`src/rtl/core/trdm_pkg.sv`:
```
// ----------------------------------------------------------------------------
// trdm_pkg
// Shared types, sizes and register codes for the token range delimiter
// matcher.
// ----------------------------------------------------------------------------
package trdm_pkg;

  // sizing
  localparam int MAX_PATTERN_TOKENS = 4;
  localparam int TOKEN_BITS         = 32;
  localparam int MAX_SEQUENCE       = 65536;

  // the register map holds four pattern tokens per pattern
  localparam int REG_TOKENS = 4;
  localparam int LEN_CAP    = (MAX_PATTERN_TOKENS < REG_TOKENS) ? MAX_PATTERN_TOKENS
                                                                 : REG_TOKENS;

  // field widths
  localparam int TOKEN_W  = 32;
  localparam int BEGIN_W  = 16;
  localparam int FINISH_W = 17;
  localparam int LEN_W    = 3;
  localparam int POS_W    = $clog2(MAX_SEQUENCE) + 1;
  localparam int CFG_IDX_W  = 3;
  localparam int CFG_DATA_W = 64;

  // register indexes
  localparam logic [CFG_IDX_W-1:0] CFG_START_LO  = 3'd0;
  localparam logic [CFG_IDX_W-1:0] CFG_START_HI  = 3'd1;
  localparam logic [CFG_IDX_W-1:0] CFG_END_LO    = 3'd2;
  localparam logic [CFG_IDX_W-1:0] CFG_END_HI    = 3'd3;
  localparam logic [CFG_IDX_W-1:0] CFG_START_LEN = 3'd4;
  localparam logic [CFG_IDX_W-1:0] CFG_END_LEN   = 3'd5;

  typedef logic [MAX_PATTERN_TOKENS-1:0][TOKEN_BITS-1:0] hist_t;
  typedef logic [LEN_CAP-1:0][TOKEN_BITS-1:0]            pat_t;

  typedef struct packed {
    logic [TOKEN_W-1:0] token;
    logic               final_token;
  } in_item_t;

  typedef struct packed {
    logic [BEGIN_W-1:0]  range_begin;
    logic [FINISH_W-1:0] range_finish;
  } out_item_t;

  // decoded configuration seen by the matcher
  typedef struct packed {
    pat_t             start_pat;
    pat_t             end_pat;
    logic [LEN_W-1:0] start_len;
    logic [LEN_W-1:0] end_len;
  } cfg_t;

  // pattern token k must equal the history entry written len-1-k steps ago
  function automatic logic pattern_match(hist_t hist, pat_t pat, logic [LEN_W-1:0] len);
    logic ok;
    ok = 1'b0;
    for (int l = 1; l <= LEN_CAP; l++) begin
      if (len == LEN_W'(l)) begin
        ok = 1'b1;
        for (int k = 0; k < l; k++) begin
          if (hist[l-1-k] != pat[k]) ok = 1'b0;
        end
      end
    end
    return ok;
  endfunction

endpackage

```
`src/rtl/core/trdm_cfg.sv`:
```
// ----------------------------------------------------------------------------
// trdm_cfg
// Configuration registers: start/end pattern tokens and pattern lengths,
// with lengths clamped to the supported range.
// ----------------------------------------------------------------------------
module trdm_cfg
  import trdm_pkg::*;
(
  input  logic                  clk,
  input  logic                  rst_n,
  input  logic                  cfg_valid,
  output logic                  cfg_ready,
  input  logic [CFG_IDX_W-1:0]  cfg_index,
  input  logic [CFG_DATA_W-1:0] cfg_data,
  output cfg_t                  cfg
);

  logic [CFG_DATA_W-1:0] start_lo_r, start_hi_r, end_lo_r, end_hi_r;
  logic [LEN_W-1:0]      start_len_r, end_len_r;

  assign cfg_ready = 1'b1;

  // register writes
  always_ff @(posedge clk) begin
    if (!rst_n) begin
      start_lo_r  <= '0;
      start_hi_r  <= '0;
      end_lo_r    <= '0;
      end_hi_r    <= '0;
      start_len_r <= LEN_W'(1);
      end_len_r   <= LEN_W'(1);
    end else if (cfg_valid && cfg_ready) begin
      case (cfg_index)
        CFG_START_LO:  start_lo_r  <= cfg_data;
        CFG_START_HI:  start_hi_r  <= cfg_data;
        CFG_END_LO:    end_lo_r    <= cfg_data;
        CFG_END_HI:    end_hi_r    <= cfg_data;
        CFG_START_LEN: start_len_r <= cfg_data[LEN_W-1:0];
        CFG_END_LEN:   end_len_r   <= cfg_data[LEN_W-1:0];
        default: ;
      endcase
    end
  end

  // zero length acts as one, long lengths clamp to the cap
  function automatic logic [LEN_W-1:0] eff_len(logic [LEN_W-1:0] len);
    if (len == '0) return LEN_W'(1);
    if (len > LEN_W'(LEN_CAP)) return LEN_W'(LEN_CAP);
    return len;
  endfunction

  // unpack pattern tokens, two per 64-bit word
  always_comb begin
    cfg.start_len = eff_len(start_len_r);
    cfg.end_len   = eff_len(end_len_r);
    for (int k = 0; k < LEN_CAP; k++) begin
      if (k < 2) begin
        cfg.start_pat[k] = start_lo_r[(k%2)*32 +: TOKEN_BITS];
        cfg.end_pat[k]   = end_lo_r[(k%2)*32 +: TOKEN_BITS];
      end else begin
        cfg.start_pat[k] = start_hi_r[(k%2)*32 +: TOKEN_BITS];
        cfg.end_pat[k]   = end_hi_r[(k%2)*32 +: TOKEN_BITS];
      end
    end
  end

endmodule

```
`src/rtl/core/trdm_core.sv`:
```
// ----------------------------------------------------------------------------
// trdm_core
// Input register, token history and sequence state; one token per cycle unless
// stalled is matched against the sought start or end pattern; a completed range is handed on.
// ----------------------------------------------------------------------------
module trdm_core
  import trdm_pkg::*;
(
  input  logic      clk,
  input  logic      rst_n,
  input  cfg_t      cfg,
  input  logic      in_valid,
  output logic      in_stall,
  input  in_item_t  in_data,
  input  logic      res_free,
  output logic      res_valid,
  output out_item_t res_item
);

  logic             s1_valid_r;
  in_item_t         s1_item_r;
  hist_t            hist_r, hist_nxt;
  logic [POS_W-1:0] pos_r, pos_nxt;
  logic             seek_r, seek_nxt;
  logic [LEN_W-1:0] tsg_r, tsg_nxt, tsg_inc;
  logic [BEGIN_W-1:0] held_r, held_nxt;
  logic             active, start_hit, end_hit, fire;

  // match logic on the registered token
  always_comb begin
    active = pos_r < POS_W'(MAX_SEQUENCE);
    hist_nxt[0] = s1_item_r.token[TOKEN_BITS-1:0];
    for (int i = 1; i < MAX_PATTERN_TOKENS; i++) hist_nxt[i] = hist_r[i-1];
    tsg_inc = (tsg_r < LEN_W'(LEN_CAP)) ? tsg_r + LEN_W'(1) : tsg_r;
    start_hit = active && !seek_r && (tsg_inc >= cfg.start_len) &&
                pattern_match(hist_nxt, cfg.start_pat, cfg.start_len);
    end_hit   = active && seek_r && (tsg_inc >= cfg.end_len) &&
                pattern_match(hist_nxt, cfg.end_pat, cfg.end_len);
  end

  // the item retires unless it holds a range that has nowhere to go
  assign fire     = s1_valid_r && (!end_hit || res_free);
  assign in_stall = s1_valid_r && !fire;

  // next sequence state
  always_comb begin
    pos_nxt  = pos_r;
    seek_nxt = seek_r;
    tsg_nxt  = tsg_r;
    held_nxt = held_r;
    if (active) begin
      pos_nxt = pos_r + POS_W'(1);
      tsg_nxt = tsg_inc;
      if (start_hit) begin
        held_nxt = BEGIN_W'(pos_r + POS_W'(1) - POS_W'(cfg.start_len));
        seek_nxt = 1'b1;
        tsg_nxt  = '0;
      end
      if (end_hit) begin
        seek_nxt = 1'b0;
        tsg_nxt  = '0;
      end
    end
    if (s1_item_r.final_token) begin
      pos_nxt  = '0;
      seek_nxt = 1'b0;
      tsg_nxt  = '0;
      held_nxt = '0;
    end
  end

  // result toward the output register
  assign res_valid             = fire && end_hit;
  assign res_item.range_begin  = held_r;
  assign res_item.range_finish = FINISH_W'(pos_r + POS_W'(1));

  // input register and control state
  always_ff @(posedge clk) begin
    if (!rst_n) begin
      s1_valid_r <= 1'b0;
      pos_r      <= '0;
      seek_r     <= 1'b0;
      tsg_r      <= '0;
      held_r     <= '0;
    end else begin
      if (!in_stall) s1_valid_r <= in_valid;
      if (fire) begin
        pos_r  <= pos_nxt;
        seek_r <= seek_nxt;
        tsg_r  <= tsg_nxt;
        held_r <= held_nxt;
      end
    end
  end

  // payload: input token and history
  always_ff @(posedge clk) begin
    if (in_valid && !in_stall) s1_item_r <= in_data;
    if (fire && active) hist_r <= hist_nxt;
  end

  // a final token leaves the matcher cleared
  a_final_clears: assert property (@(posedge clk) disable iff (!rst_n)
    fire && s1_item_r.final_token |=> pos_r == '0 && !seek_r && tsg_r == '0)
    else $error("sequence state not cleared after final token");

  // ranges only close while an end is being sought
  a_res_needs_seek: assert property (@(posedge clk) disable iff (!rst_n)
    res_valid |-> seek_r)
    else $error("range emitted while seeking start");

  // gate counter stays within the pattern cap
  a_tsg_cap: assert property (@(posedge clk) disable iff (!rst_n)
    tsg_r <= LEN_W'(LEN_CAP))
    else $error("tokens_since_gate above cap");

  // position advances by one per retired token inside a sequence
  a_pos_step: assert property (@(posedge clk) disable iff (!rst_n)
    fire && active && !s1_item_r.final_token |=> pos_r == $past(pos_r) + POS_W'(1))
    else $error("position did not advance");

endmodule

```
`src/rtl/core/trdm_out.sv`:
```
// ----------------------------------------------------------------------------
// trdm_out
// Result register: holds one range until the receiver takes it.
// ----------------------------------------------------------------------------
module trdm_out
  import trdm_pkg::*;
(
  input  logic      clk,
  input  logic      rst_n,
  input  logic      res_valid,
  input  out_item_t res_item,
  output logic      res_free,
  output logic      out_valid,
  input  logic      out_stall,
  output out_item_t out_data
);

  logic      out_valid_r;
  out_item_t out_item_r;

  // free when empty or being drained this cycle
  assign res_free  = !out_valid_r || !out_stall;
  assign out_valid = out_valid_r;
  assign out_data  = out_item_r;

  always_ff @(posedge clk) begin
    if (!rst_n) begin
      out_valid_r <= 1'b0;
    end else if (res_valid) begin
      out_valid_r <= 1'b1;
    end else if (!out_stall) begin
      out_valid_r <= 1'b0;
    end
  end

  always_ff @(posedge clk) begin
    if (res_valid) out_item_r <= res_item;
  end

endmodule

```
`src/rtl/core/token_range_delimiter_matcher_top.sv`:
```
// ----------------------------------------------------------------------------
// token_range_delimiter_matcher_top
// Finds start ... end delimiter ranges in a token stream.
// ----------------------------------------------------------------------------
// Usage:
//   in_*   one token per beat with a final_token flag closing the sequence.
//   out_*  one beat per completed range: begin position and end position
//          (exclusive). Ranges never overlap.
//   cfg_*  register writes, always ready; write only while the block is idle.
// Path: a token is held in the input register and the range it closes (if any)
// in the result register, which presents it on out_*.
// Throughput: one token per cycle while in_stall is low; the match against the
// four-entry token history is combinational, so nothing limits the rate but the
// receiver.
// Stall: a held result keeps the output register full; the next token is
// still taken into the input register, and in_stall rises only when that
// token itself closes a range while the output is blocked.
// Reset: patterns clear to zero, lengths to one, sequence state to its
// start; the token history is not cleared and needs no clearing pass.
// ----------------------------------------------------------------------------
module token_range_delimiter_matcher_top
  import trdm_pkg::*;
(
  input  logic                  clk,
  input  logic                  rst_n,
  input  logic                  in_valid,
  output logic                  in_stall,
  input  in_item_t              in_data,
  output logic                  out_valid,
  input  logic                  out_stall,
  output out_item_t             out_data,
  input  logic                  cfg_valid,
  output logic                  cfg_ready,
  input  logic [CFG_IDX_W-1:0]  cfg_index,
  input  logic [CFG_DATA_W-1:0] cfg_data
);

  cfg_t      cfg;
  logic      res_valid, res_free;
  out_item_t res_item;

  // configuration registers
  trdm_cfg u_cfg (
    .clk       (clk),
    .rst_n     (rst_n),
    .cfg_valid (cfg_valid),
    .cfg_ready (cfg_ready),
    .cfg_index (cfg_index),
    .cfg_data  (cfg_data),
    .cfg       (cfg)
  );

  // matcher
  trdm_core u_core (
    .clk       (clk),
    .rst_n     (rst_n),
    .cfg       (cfg),
    .in_valid  (in_valid),
    .in_stall  (in_stall),
    .in_data   (in_data),
    .res_free  (res_free),
    .res_valid (res_valid),
    .res_item  (res_item)
  );

  // result register
  trdm_out u_out (
    .clk       (clk),
    .rst_n     (rst_n),
    .res_valid (res_valid),
    .res_item  (res_item),
    .res_free  (res_free),
    .out_valid (out_valid),
    .out_stall (out_stall),
    .out_data  (out_data)
  );

endmodule

```
`config.mk`:
```
export PLATFORM = sky130hd
export DESIGN_NAME = token_range_delimiter_matcher_top
export DESIGN_NICKNAME = d
export VERILOG_FILES = /design/src/rtl/core/trdm_pkg.sv /design/src/rtl/core/trdm_cfg.sv /design/src/rtl/core/trdm_core.sv /design/src/rtl/core/trdm_out.sv /design/src/rtl/core/token_range_delimiter_matcher_top.sv
export SDC_FILE = /design/constraint.sdc
export NUM_CORES = 1
export LEC_CHECK = 0
export ABC_AREA = 1
export BUFFER_PORTS_ARGS = -buffer_cell sky130_fd_sc_hd__buf_2
export CAP_MARGIN = 10
export CORE_ASPECT_RATIO = 0.7
export CORE_MARGIN = 4
export CORE_UTILIZATION = 40
export CTS_CLUSTER_DIAMETER = 150
export CTS_CLUSTER_SIZE = 28
export DETAILED_ROUTE_END_ITERATION = 12
export HOLD_SLACK_MARGIN = 0.15
export PLACE_DENSITY = 0.55
export RECOVER_POWER = 25
export REMOVE_ABC_BUFFERS = 1
export SYNTH_ARGS = -nofsm -noshare
export SYNTH_HDL_FRONTEND = slang
export SYNTH_SLANG_ARGS = --single-unit
```
`constraint.sdc`:
```
create_clock -name clk -period 7.3 [get_ports clk]
set_input_delay 0.365 -clock clk [delete_from_list [all_inputs] [get_ports clk]]
set_output_delay 0.365 -clock clk [all_outputs]
set_load 0.02 [all_outputs]
```
==> flow_summary.ini <==
[status]
status = finished with violations
violations = capacitance limit, slew limit

[setup_path]
cp_max_fo = 60
critical_path.max_stage_delay_ns = 0.80
critical_path.slowest_cell = buf_4
crit_arrival_ns = 4.77
rr_worst_depth = 14
crit_path_end_kind = flip-flop
start_kind = flip-flop
path_common_cell = nand2_1
critical_path.cell_chain = inv_1 -> o21ai_0 -> nor2_1 -> nand2_1 -> nor2_1 -> nand3_1 -> o21bai_1 -> nand2_1 -> nand2_2 -> nand3_4 -> nand2_1 -> nor2_4 -> buf_4 -> buf_4
crit_required_ns = 7.53
path_class = flip-flop to flip-flop

[final_layout]
final_cell_mix = 896 x nand2_1, 524 x nor2_1, 355 x inv_1, 330 x o21ai_0, 301 x dfxtp_1
drive_gt1_share_pct = 6.20
area_growth_syn_to_layout_pct = 10.0
num-nets-final = 3793
regArea_um2 = 10900
layout_commonest_cell = nand2_1
fillers = 6767
final_area_um2 = 28700
multiInputGateArea_um2 = 12800
final_core_util_pct = 44.9

[synthesis]
synth_edf_count = 162
yosysWarningCount = 0
synthTopCellsByArea = dfxtp_1 23%, edfxtp_1 19%, nand2_1 13%
yosysUniqueCellTypes = 40
synth_cells = 3586
synth_area_um2 = 26000
ys_ff_latch = 463
syn_avg_cell_area_um2 = 7.26
synthArstFlopShare_pct = 0
synth_top_area_share_pct = 23.1
ys.flop_type = dfxtp_1
yosysSeqAreaShare_pct = 41.8
yosysTopAreaCell = dfxtp_1

[power]
p_per_area_nw_per_um2 = 183
irDropWorstVdd_uv = 152
total_leakage_power_uw = 0.0116

[sta]
setup_violations = 0
fmax_ghz = 0.220
period_needed_ns = 4.54
hold_ws_ns = 0.160
skew_ns = 0.0483
fin_setup_tns_ns = 0
tightest_slew_ns = 2.18
rsz0062_at_grt = no
slew_viol_final = 67
hold_viol_final = 0
slew_headroom_pct = -45.3
period_share_pct = 62.2

[route]
drtIter0Drc = 4147
drt_pass1_iterations = 6
vias_per_cell = 5.50
drc = 0
routed_wl_mm = 127
vias = 25069
avgRoutedWirePerCell_um = 27.9
ant_nets = 0

[floorplan]
initial_core_util_pct = 40.8
coreArea_um2 = 63800
die_h_um = 221
die_area_um2 = 69300
fp-row-count = 77
num_io_pins = 141
die_w_um = 313

[clock_network]
post-cts-setup-buffer-count = 0
clock_path_buffers = 3
numCtsBuffers = 20
cts_tree = yes
worstSkewPairLatency_ns = 0.63
cts_root_buf = clkbuf_16
cts_max_level = 1
ctsResizeCount = 0
clkSlewWorstSetupHoldPaths_ns = 0.11
clkSinkCount = 463

[placement]
placed_area_um2 = 27100
detailed_place_hpwl_mm = 101
portBuffers = 139
gp_congestion = 1.13

[grt]
grt_util_met3_pct = 11.4
overflow = 0
grt_pass1_vias = 22368
antenna_found_initial = 6
grt_usage_pct = 35.5
grt_max_degree = 131
grt_pass1_wl_mm = 175
grt.busiest_layer = met1
globalRouteMet2Util_pct = 45.7
grt_use_met1_pct = 56.7

[job]
maxCapViolations = 2

[min_path]
hold_class = input pin to flip-flop
whs_path_depth = 5
[worst max-delay path, delay by kind of cell (launching register included)]
| kind | cells | cell delay (ns) |
|---|---|---|
| buffers and inverters | 3 | 1.61 |
| AND/OR/NAND/NOR | 9 | 1.22 |
| flip-flops | 1 | 0.74 |
| AO/OA/AOI/OAI | 2 | 0.41 |
[per-stage QoR]
step / setup slack [ns] / total power (uW) / std cells
2_1_floorplan: 0.850 / 3300 / 3402
3_3_place_gp: 2.91 / 3730 / 4426
3_5_place_dp: 2.94 / 3720 / 4426
4_1_cts: 2.95 / 5190 / 4560
5_1_grt: 2.64 / 5370 / 4560
6_report: 2.76 / 5230 / 4561
[report_power, final]
| group | leakage [uW] | switching (uW) | total, uW | internal (uW) |
|---|---|---|---|---|
| logic | 0.00730 | 575 | 837 | 262 |
| clock network | 0.000283 | 914 | 1470 | 555 |
| registers | 0.00400 | 174 | 2920 | 2750 |
[area by class of cell]
type	count	share of cell area, %
multi-input cells	2549	44.8
flip-flops and latches	463	38.0
repair buffers	253	6.22
inverters	390	5.12
well taps	869	3.79
clock buffers	35	2.02
clock inverters	1	0.0568
diodes	1	0.00873
[synthesized netlist by cell type (3+ instances only)]
cell,instances
buf_1,4
edfxtp_1,162
xnor2_1,250
buf_4,30
o22ai_1,9
nand3_1,38
buf_6,3
buf_2,41
nand3_4,3
nor3_1,12
inv_2,28
dfxtp_1,301
nand4_1,82
a21oi_2,10
nor2_1,526
clkbuf_2,8
a21oi_1,210
o21ai_0,330
ha_1,10
inv_1,357
nand2_1,896
clkbuf_1,97
nand2_2,12
o21ai_1,3
o21bai_1,5
clkinv_1,5
xor2_1,141
[sequential cells by signal, summed over array words and instances (netlist names)]
signal,flops
u_out.out_data,33
u_core.held_r,16
u_core.pos_r,17
u_cfg.start_len_r,3
u_cfg.start_lo_r,64
u_core.s1_item_r,1
u_cfg.end_len_r,3
u_core.seek_r,1
u_cfg.end_hi_r,64
u_core.s1_valid_r,1
u_core.tsg_r,3
u_cfg.end_lo_r,64
u_cfg.start_hi_r,64
u_out.out_valid,1
u_core.hist_nxt,128
[layer usage]
| layer | part of all wire (%) | vias up |
|---|---|---|
| met1 | 47 | 11953 |
| met5 | 0.13 | - |
| li1 | - | 11430 |
| met2 | 37 | 1539 |
| met4 | 2.2 | 8 |
| met3 | 14 | 139 |
[final timing paths]
path | start | endpoint | slack, ns
setup / recovery | u_core.hist_nxt[17] | u_core.hist_nxt[110] | 2.76
hold / removal | cfg_valid | u_cfg.start_len_r[0] | 0.16
setup reg to reg | u_core.hist_nxt[17] | u_core.hist_nxt[110] | 2.76
hold reg to reg | u_core.held_r[8] | u_out.out_data[25] | 0.44
[cell families after synthesis]
logic type / count (synthesis) / share of synthesized area [%]
simple gates: 1574 / 24.1
buf+inv: 574 / 9.07
compound gates: 572 / 11.3
flops: 463 / 41.8
xor+xnor: 391 / 13.2
fa+ha+maj: 11 / 0.557
other cells: 1 / 0.0144
[timing repair]
action | in CTS | in global routing
setup endpoints to repair | 0 | 0
endpoints found under the hold margin | 268 | 0
hold buffers | 98 | 0
No activity file was read; power rests on OpenSTA's default activity.
